**src/assert_macros.svh**
```systemverilog
// Assertion macros for the mtf1 RTL files; only mtf1_dp includes them.
// Bodies assume a clock named clk and an active-low reset named rst_n in scope.
`ifndef ASSERT_MACROS_SVH
`define ASSERT_MACROS_SVH
`ifndef NO_ASSERTIONS
`define ASSERT_CLK(lbl, prop, msg) \
  lbl: assert property (@(posedge clk) disable iff (!rst_n) prop) else $error(msg);
`define ASSERT_NEXT(lbl, ante, cons, msg) \
  lbl: assert property (@(posedge clk) disable iff (!rst_n) (ante) |=> (cons)) else $error(msg);
`else
`define ASSERT_CLK(lbl, prop, msg)
`define ASSERT_NEXT(lbl, ante, cons, msg)
`endif
`endif

```
**src/mtf1_pkg.sv**
```systemverilog
// Shared constants, controller states and command/status types for the MTF-1 coder.
// No dependencies.
`default_nettype none
package mtf1_pkg;

  localparam int ALPHABET_SIZE = 256;
  localparam int BYTE_W        = 8;
  localparam int AW            = $clog2(ALPHABET_SIZE);
  localparam int CW            = $clog2(ALPHABET_SIZE + 1);

  localparam logic [BYTE_W:0] KEY_LIM = (BYTE_W + 1)'(ALPHABET_SIZE);
  localparam logic [AW-1:0]   LAST_IDX = AW'(ALPHABET_SIZE - 1);
  localparam logic [CW-1:0]   CNT_LIM  = CW'(ALPHABET_SIZE);

  typedef enum logic [2:0] {
    S_IDLE,
    S_SCAN,
    S_FETCH,
    S_PICK,
    S_SHIFT,
    S_PUT,
    S_DONE
  } state_t;

  typedef enum logic [1:0] {
    RD_CNT,
    RD_KEY,
    RD_PREV
  } rd_sel_t;

  typedef struct packed {
    logic    accept;
    logic    cnt_clr;
    logic    cnt_inc;
    logic    cnt_dec;
    logic    rd_en;
    rd_sel_t rd_sel;
    logic    take;
    logic    res_clr;
    logic    wr_shift;
    logic    wr_put;
    logic    out_load;
  } dp_cmd_t;

  typedef struct packed {
    logic dir;
    logic key_ok;
    logic hit;
    logic scan_end;
    logic cnt_ok;
    logic hit_zero;
    logic shift_done;
    logic rd_ok;
    logic out_busy;
  } dp_stat_t;

endpackage
`default_nettype wire

```
**src/mtf1_ctrl.sv**
```systemverilog
// Controller state machine: sequences list scan, fetch, shift and result hand-off.
// Depends on mtf1_pkg.
`default_nettype none
module mtf1_ctrl
  import mtf1_pkg::*;
(
  input  wire logic     clk,
  input  wire logic     rst_n,
  input  wire logic     in_valid,
  output logic          in_stall,
  input  wire dp_stat_t stat,
  output dp_cmd_t       cmd
);

  state_t state_r;
  state_t state_nxt;

  always_ff @(posedge clk) begin
    if (!rst_n) begin
      state_r <= S_IDLE;
    end else begin
      state_r <= state_nxt;
    end
  end

  always_comb begin
    state_nxt = state_r;
    cmd       = '0;
    cmd.rd_sel = RD_CNT;
    in_stall  = !rst_n || (state_r != S_IDLE);
    case (state_r)
      S_IDLE: begin
        if (in_valid && rst_n) begin
          cmd.accept  = 1'b1;
          cmd.cnt_clr = 1'b1;
          state_nxt   = stat.dir ? S_FETCH : S_SCAN;
        end
      end
      S_SCAN: begin
        if (!stat.key_ok) begin
          cmd.res_clr = 1'b1;
          state_nxt   = S_DONE;
        end else if (stat.hit) begin
          cmd.take  = 1'b1;
          state_nxt = stat.hit_zero ? S_DONE : S_SHIFT;
        end else if (stat.scan_end) begin
          cmd.res_clr = 1'b1;
          state_nxt   = S_DONE;
        end else if (stat.cnt_ok) begin
          cmd.rd_en   = 1'b1;
          cmd.rd_sel  = RD_CNT;
          cmd.cnt_inc = 1'b1;
        end
      end
      S_FETCH: begin
        if (!stat.key_ok) begin
          cmd.res_clr = 1'b1;
          state_nxt   = S_DONE;
        end else begin
          cmd.rd_en  = 1'b1;
          cmd.rd_sel = RD_KEY;
          state_nxt  = S_PICK;
        end
      end
      S_PICK: begin
        cmd.take  = 1'b1;
        state_nxt = stat.hit_zero ? S_DONE : S_SHIFT;
      end
      S_SHIFT: begin
        cmd.wr_shift = stat.rd_ok;
        if (stat.shift_done) begin
          state_nxt = S_PUT;
        end else begin
          cmd.rd_en   = 1'b1;
          cmd.rd_sel  = RD_PREV;
          cmd.cnt_dec = 1'b1;
        end
      end
      S_PUT: begin
        cmd.wr_put = 1'b1;
        state_nxt  = S_DONE;
      end
      S_DONE: begin
        if (!stat.out_busy) begin
          cmd.out_load = 1'b1;
          state_nxt    = S_IDLE;
        end
      end
      default: begin
        state_nxt = S_IDLE;
      end
    endcase
  end

endmodule
`default_nettype wire

```
**src/mtf1_dp.sv**
```systemverilog
// Datapath: symbol list memory with valid bits, address counter, item and result registers.
// Depends on mtf1_pkg and assert_macros.svh.
`default_nettype none
`include "assert_macros.svh"
module mtf1_dp
  import mtf1_pkg::*;
(
  input  wire logic              clk,
  input  wire logic              rst_n,
  input  wire logic              cfg_we,
  input  wire logic              cfg_wdata,
  input  wire logic [BYTE_W-1:0] in_byte,
  input  wire logic              in_block_end,
  input  wire logic              out_stall,
  output logic                   out_valid,
  output logic [BYTE_W-1:0]      out_byte,
  output logic                   out_block_end_out,
  input  wire dp_cmd_t           cmd,
  output dp_stat_t               stat
);

  logic [BYTE_W-1:0] list_mem [ALPHABET_SIZE];
  logic [ALPHABET_SIZE-1:0] vld_r;

  logic              dir_r;
  logic              rd_ok_r;
  logic              out_valid_r;
  logic [CW-1:0]     cnt_r;
  logic [BYTE_W-1:0] key_r;
  logic              last_r;
  logic [AW-1:0]     rd_addr_r;
  logic [BYTE_W-1:0] rd_data_r;
  logic              rd_vld_r;
  logic [AW-1:0]     pos_r;
  logic [BYTE_W-1:0] sym_r;
  logic [BYTE_W-1:0] res_r;
  logic [BYTE_W-1:0] out_byte_r;
  logic              out_last_r;

  logic [AW-1:0]     rd_addr;
  logic [BYTE_W-1:0] ent;
  logic              pos_one;
  logic              wr_en;
  logic [AW-1:0]     wr_addr;
  logic [BYTE_W-1:0] wr_data;

  always_comb begin
    case (cmd.rd_sel)
      RD_CNT:  rd_addr = cnt_r[AW-1:0];
      RD_KEY:  rd_addr = key_r[AW-1:0];
      RD_PREV: rd_addr = cnt_r[AW-1:0] - AW'(1);
      default: rd_addr = '0;
    endcase
  end

  assign ent     = rd_vld_r ? rd_data_r : BYTE_W'(rd_addr_r);
  assign pos_one = (pos_r == AW'(1));
  assign wr_en   = cmd.wr_shift | cmd.wr_put;
  assign wr_addr = cmd.wr_put ? (pos_one ? AW'(0) : AW'(1)) : (rd_addr_r + AW'(1));
  assign wr_data = cmd.wr_put ? sym_r : ent;

  assign stat.dir        = dir_r;
  assign stat.key_ok     = ({1'b0, key_r} < KEY_LIM);
  assign stat.hit        = rd_ok_r && (ent == key_r);
  assign stat.scan_end   = rd_ok_r && (ent != key_r) && (rd_addr_r == LAST_IDX);
  assign stat.cnt_ok     = (cnt_r < CNT_LIM);
  assign stat.hit_zero   = (rd_addr_r == '0);
  assign stat.shift_done = (cnt_r == (pos_one ? CW'(0) : CW'(1)));
  assign stat.rd_ok      = rd_ok_r;
  assign stat.out_busy   = out_valid_r && out_stall;

  always_ff @(posedge clk) begin
    if (!rst_n) begin
      dir_r       <= 1'b0;
      rd_ok_r     <= 1'b0;
      out_valid_r <= 1'b0;
      vld_r       <= '0;
      cnt_r       <= '0;
    end else begin
      if (cfg_we) begin
        dir_r <= cfg_wdata;
      end
      rd_ok_r <= cmd.rd_en;
      if (cmd.out_load) begin
        out_valid_r <= 1'b1;
      end else if (out_valid_r && !out_stall) begin
        out_valid_r <= 1'b0;
      end
      if (cmd.out_load && last_r) begin
        vld_r <= '0;
      end else if (wr_en) begin
        vld_r[wr_addr] <= 1'b1;
      end
      if (cmd.cnt_clr) begin
        cnt_r <= '0;
      end else if (cmd.take) begin
        cnt_r <= CW'(rd_addr_r);
      end else if (cmd.cnt_inc) begin
        cnt_r <= cnt_r + CW'(1);
      end else if (cmd.cnt_dec) begin
        cnt_r <= cnt_r - CW'(1);
      end
    end
  end

  always_ff @(posedge clk) begin
    if (wr_en) begin
      list_mem[wr_addr] <= wr_data;
    end
    if (cmd.rd_en) begin
      rd_data_r <= list_mem[rd_addr];
    end
  end

  always_ff @(posedge clk) begin
    if (cmd.accept) begin
      key_r  <= in_byte;
      last_r <= in_block_end;
    end
    if (cmd.rd_en) begin
      rd_addr_r <= rd_addr;
      rd_vld_r  <= vld_r[rd_addr];
    end
    if (cmd.take) begin
      pos_r <= rd_addr_r;
      sym_r <= ent;
      res_r <= dir_r ? ent : BYTE_W'(rd_addr_r);
    end else if (cmd.res_clr) begin
      res_r <= '0;
    end
    if (cmd.out_load) begin
      out_byte_r <= res_r;
      out_last_r <= last_r;
    end
  end

  assign out_valid         = out_valid_r;
  assign out_byte          = out_byte_r;
  assign out_block_end_out = out_last_r;

  `ASSERT_CLK(a_no_rw_clash, (wr_en && cmd.rd_en) |-> (wr_addr != rd_addr), "list read and write hit one entry")
  `ASSERT_CLK(a_no_overwrite, cmd.out_load |-> !(out_valid_r && out_stall), "result loaded over a stalled beat")
  `ASSERT_CLK(a_take_has_data, cmd.take |-> rd_ok_r, "entry taken without a read in flight")
  `ASSERT_CLK(a_shift_has_data, cmd.wr_shift |-> rd_ok_r, "shift write without read data")
  `ASSERT_NEXT(a_load_shows, cmd.out_load, out_valid_r, "loaded result not presented")

endmodule
`default_nettype wire

```
**src/move_to_front_mtf1_codec.sv**
```systemverilog
// A stalled output holds the result in the done state until the previous beat is taken.
// One item at a time; the next item can be accepted in the cycle after the result is loaded.
// Throughput: one list entry scanned, then one shifted, per cycle (one read, one write port).
// Reset (rst_n, synchronous, active low) clears control, direction, and all list valid bits,
// so the list reads as identity order at once; the valid bits clear again when a block-end result is loaded.
`default_nettype none
module move_to_front_mtf1_codec
  import mtf1_pkg::*;
(
  input  wire logic              clk,
  input  wire logic              rst_n,
  input  wire logic              cfg_we,
  input  wire logic              cfg_wdata,
  input  wire logic              in_valid,
  output logic                   in_stall,
  input  wire logic [BYTE_W-1:0] in_byte,
  input  wire logic              in_block_end,
  output logic                   out_valid,
  input  wire logic              out_stall,
  output logic [BYTE_W-1:0]      out_byte,
  output logic                   out_block_end_out
);

  dp_cmd_t  cmd;
  dp_stat_t stat;

  mtf1_ctrl u_ctrl (
    .clk      (clk),
    .rst_n    (rst_n),
    .in_valid (in_valid),
    .in_stall (in_stall),
    .stat     (stat),
    .cmd      (cmd)
  );

  mtf1_dp u_dp (
    .clk               (clk),
    .rst_n             (rst_n),
    .cfg_we            (cfg_we),
    .cfg_wdata         (cfg_wdata),
    .in_byte           (in_byte),
    .in_block_end      (in_block_end),
    .out_stall         (out_stall),
    .out_valid         (out_valid),
    .out_byte          (out_byte),
    .out_block_end_out (out_block_end_out),
    .cmd               (cmd),
    .stat              (stat)
  );

endmodule
`default_nettype wire
```
**config.mk**
```make
export PLATFORM = sky130hd
export DESIGN_NAME = move_to_front_mtf1_codec
export DESIGN_NICKNAME = d
export VERILOG_FILES = /design/src/mtf1_pkg.sv /design/src/mtf1_ctrl.sv /design/src/mtf1_dp.sv /design/src/move_to_front_mtf1_codec.sv
export VERILOG_INCLUDE_DIRS = /design/src /design/src/src
export SDC_FILE = /design/constraint.sdc
export NUM_CORES = 2
export LEC_CHECK = 0
export BUFFER_PORTS_ARGS = -buffer_cell sky130_fd_sc_hd__buf_2
export CORE_ASPECT_RATIO = 0.8
export CORE_MARGIN = 10
export CORE_UTILIZATION = 46
export DETAILED_ROUTE_END_ITERATION = 8
export SLEW_MARGIN = 20
export SYNTH_ARGS = -nofsm -noshare
export SYNTH_HDL_FRONTEND = slang
export SYNTH_SLANG_ARGS = --single-unit
```
**constraint.sdc**
```tcl
create_clock -name clk -period 19.4 [get_ports clk]
set_input_delay 1.94 -clock clk [delete_from_list [all_inputs] [get_ports clk]]
set_output_delay 1.94 -clock clk [all_outputs]
set_load 0.02 [all_outputs]
```
==> key figures <==
Global route
  • Largest net degree at the start of global routing: 233
  • GR Util All Layers: 20.96%
  • Vias in the first global route: 45740
  • First-pass GRT wire length: 334900 um
  • Initial antenna violation count: 8
  • Gr ovfl total: 0

Die
  • Die ar.: 216600 um2
  • # rows: 146
  • I/O pin count: 26
  • Die height: 418.3 um
  • Starting Density: 46.18%
  • Core Footprint: 197500 um2
  • Die Span X: 517.8 um

Min path
  • Hold crit path type: register to register

Finish
  • Layout cell share with drive strength beyond 1: 23.23%
  • Nets: 4671
  • Fill cell count: 15520
  • Area Growth Syn to Fin: 11.64%
  • Final Instance Area: 101800 um2

Clock network
  • H-tree Lvls: 4
  • Setup repair bufs after CTS: 0
  • Clock Latency Late Sink: 0.84 ns
  • Clock-pin transition on the worst setup and hold timing paths: 0.07 ns
  • CTS Buf Count: 218
  • Clock sink total: 2378
  • CTS max path bufs: 3
  • Post_cts resized: 0
  • CTS tree: yes
  • Cts-stage hold buffer count: 0
  • Clk root buf: clkbuf_16

Timing
  • Setup_tns: 0 ns
  • Crit path time final: 7.331 ns
  • Worst slew pin tran: 1.301 ns
  • Slew Limit Fails: 0
  • Clk_skew: 0.03166 ns
  • Max Fclk: 136.4 MHz
  • Final setup violation count: 0
  • Rel. slew slack: 12.94%
  • Fin. Hold Viols: 0
  • RSZ-0062 raised after global routing: false
  • Crit share post-route: 37.79%

Pwr
  • Flop pwr share: 39.1%
  • Gate power share: 35.8%
  • Int Pwr: 0.01128 W
  • Sw Share: 34.46%
  • Leak pwr: 31.36 nW
  • Pwr/cell area: 169.1 nW/um2
  • Net Sw Power: 0.005933 W
  • Worst VDD drop: 0.1823 mV
  • Clk pwr share: 25.0%

Synthesis
  • Post-Syn Nets: 4609
  • Mapped Area: 91200 um2
  • Asr flop ratio synth: 0%
  • Yosys warning count: 0
  • Mapped Cells: 4583
  • Post-synth EDFFs: 2107
  • Flops & latches, synth: 2378
  • Syn avg cell area: 19.90 um2
  • Top_reg_cell synth: edfxtp_1
  • Register area share after synthesis: 75.32%
  • Synth cell types: 68

Setup path
  • CP startpoint kind: register
  • Crit path launch: u_dp.cnt_r[3]
  • End point of the critical path: u_dp.rd_data_r[1]
  • Crit path capture type: register
  • Worst r2r src: u_dp.cnt_r[3]
  • R2r endpoint: u_dp.rd_data_r[1]
  • Crit-path max FO: 85
  • Max incr delay on CP: 0.77 ns
  • WP data arrival: 7.88 ns
  • CP Cell Sequence: nor4_1 > nand2_1 > nor2_1 > o21a_4 > buf_4 > buf_4 > buf_12 > buf_4 > mux4_2 > a22oi_1 > a21oi_1 > or4_1 > a32oi_1 > o221ai_1
  • Slowest CP cell: nor4_1
  • Critical Path Most Common Cell: buf_4
  • Cell count along the critical path: 14
  • Crit-path leading delay family: buffers and inverters
  • Flop2flop setup slack: 12.07 ns
  • Worst Reg-to-Reg Cells: 14
  • Critical Path RT: 19.95 ns
  • WP buf/inv: 4
  • Worst setup path class: register to register

Route
  • Post-route ant nets: 0
  • DR iter-0 viols: 5960
  • Vias/cell: 6.141
  • Initial DRT Pass Iterations: 5
  • WL final: 230800 um
  • Vias: 46100
  • Routed len/inst: 30.74 um
  • # DRC: 0

Place
  • Port bufs: 25
  • Placed instance area: 94510 um2
  • DP HPWL: 129600 um
  • Placer Congestion: 0.8314

Run
  • Max Cap Viol: 0

Run status
  • Status: complete, no violations
-- routing by layer --
layer / vias to the layer above / routed length [um] / track usage, %
met5: - / 23 / 0
met3: 351 / 20940 / 5.268
met2: 1913 / 103600 / 30.77
li1: 19080 / - / -
met1: 24750 / 100100 / 31.38
met4: 4 / 6069 / 5.639
-- registers in the layout, indices dropped and copies added, names as in the netlist --
name                    count
u_dp.rd_ok_r                1
u_dp.list_mem            2048
u_ctrl.state_r              3
u_dp.dir_r                  1
u_dp.out_block_end_out      1
u_dp.rd_addr_r              8
u_dp.rd_vld_r               1
u_dp.rd_data_r              8
u_dp.sym_r                  8
u_dp.out_byte               8
u_dp.cnt_r                  9
u_dp.last_r                 1
u_dp.vld_r                256
u_dp.res_r                  8
u_dp.pos_r                  8
u_dp.out_valid              1
u_dp.key_r                  8
-- power groups by stage --
stage,Combinational (W),Sequential [W],Clock [W]
floorplan,0.00393,0.00721,0
global placement,0.00609,0.00685,0
detailed placement,0.00618,0.00685,0
CTS,0.00619,0.00674,0.00438
global route,0.00656,0.00674,0.00460
finish,0.00616,0.00674,0.00431
-- cells in the mapped netlist (5+ instances only) --
cell | count | area (um2)
mux4_2 | 576 | 12970
a22oi_2 | 9 | 112.6
nand2b_1 | 7 | 43.79
nand2_1 | 63 | 236.5
a32oi_1 | 10 | 87.58
or4_1 | 10 | 75.07
nor2_1 | 309 | 1160
or2_2 | 16 | 100.1
buf_1 | 19 | 71.32
clkbuf_1 | 154 | 578.1
buf_4 | 19 | 142.6
nor4_1 | 14 | 87.58
o221ai_1 | 10 | 87.58
or3_1 | 21 | 131.4
o21ai_0 | 7 | 35.03
dfxtp_1 | 271 | 5425
edfxtp_1 | 2107 | 63270
mux2i_1 | 10 | 100.1
ha_1 | 10 | 125.1
a21o_1 | 5 | 37.54
a22oi_1 | 281 | 2110
xor2_1 | 10 | 87.58
nand3_1 | 11 | 55.05
xnor2_1 | 9 | 78.83
nor3_1 | 12 | 60.06
a211oi_1 | 8 | 60.06
a21oi_1 | 165 | 825.8
buf_2 | 93 | 465.5
a31oi_1 | 5 | 31.28
nor2b_1 | 7 | 43.79
o21a_1 | 259 | 1944
inv_1 | 19 | 71.32
nor4b_1 | 5 | 43.79
-- area by class of cell --
| class | count | area [um2] | area share, % |
|---|---|---|---|
| tap | 2664 | 3333 | 3.274 |
| sequential | 2378 | 68700 | 67.47 |
| clock inverter | 103 | 934.6 | 0.9179 |
| timing repair buffer | 131 | 1114 | 1.094 |
| clock buffer | 311 | 6236 | 6.124 |
| multi-input combinational | 1896 | 21420 | 21.03 |
| antenna | 4 | 10.01 | 0.009831 |
| inverter | 20 | 80.08 | 0.07864 |
-- worst register-to-register path, stage by stage, from the launching register on --
cell      delay (ns)
dfxtp_1         0.39
nor4_1          0.77
nand2_1         0.12
nor2_1          0.17
o21a_4          0.49
buf_4           0.61
buf_4           0.74
buf_12          0.55
buf_4           0.98
mux4_2          0.64
a22oi_1         0.19
a21oi_1         0.09
or4_1           0.60
a32oi_1         0.48
o221ai_1        0.23
-- placed cells by master (no fill, tap or decap), types with 16 or more instances in the layout --
master     instances
edfxtp_1        2107
mux4_2           576
nor2_1           293
a22oi_1          281
dfxtp_1          271
o21a_1           258
clkbuf_16        227
a21oi_1          156
buf_4             91
clkbuf_1          60
nand2_1           46
clkinv_2          42
clkinv_1          30
buf_2             25
clkbuf_8          24
or3_1             21
inv_1             18
nand2_2           17
or2_2             16
nor2_2            16
-- through the flow --
| step | power (W) | setup WS (ns) | hold slack [ns] | instances | util [%] |
|---|---|---|---|---|---|
| floorplan | 0.01114 | 9.628 | 0.4003 | 4583 | - |
| global placement | 0.01294 | 12.10 | 0.4080 | 7086 | 47.84 |
| detailed placement | 0.01304 | 12.09 | 0.4089 | 7086 | 47.86 |
| CTS | 0.01731 | 12.05 | 0.4244 | 7500 | 51.49 |
| global route | 0.01790 | 11.57 | 0.4245 | 7504 | 51.56 |
| finish | 0.01722 | 12.07 | 0.4238 | 7507 | 51.56 |
-- cell families (layout without fill, tap and decap cells) --
family,count (synthesis),in the layout,share of synthesized area (%)
other,0,4,0
muxes,586,586,14.33
adders and majority gates,11,11,0.1591
xor gates and xnor gates,19,19,0.1825
AOI/OAI and AO/OA,787,787,6.102
and+or+nand+nor,493,493,2.388
buffers and inverters,309,565,1.510
DFF,2378,2378,75.32
-- worst min path at each step --
stage | startpoint | slack [ns] | cells past startpoint | endpoint
2_1_floorplan | u_dp.res_r[0] | 0.40 | 0 | u_dp.out_byte[0]
5_1_grt | u_dp.res_r[6] | 0.42 | 0 | u_dp.out_byte[6]
3_3_place_gp | u_dp.res_r[2] | 0.41 | 0 | u_dp.out_byte[2]
3_5_place_dp | u_dp.res_r[6] | 0.41 | 0 | u_dp.out_byte[6]
4_1_cts | u_dp.res_r[6] | 0.42 | 0 | u_dp.out_byte[6]
6_report | u_dp.res_r[6] | 0.42 | 0 | u_dp.out_byte[6]
No activity file was read; power rests on OpenSTA's default activity.
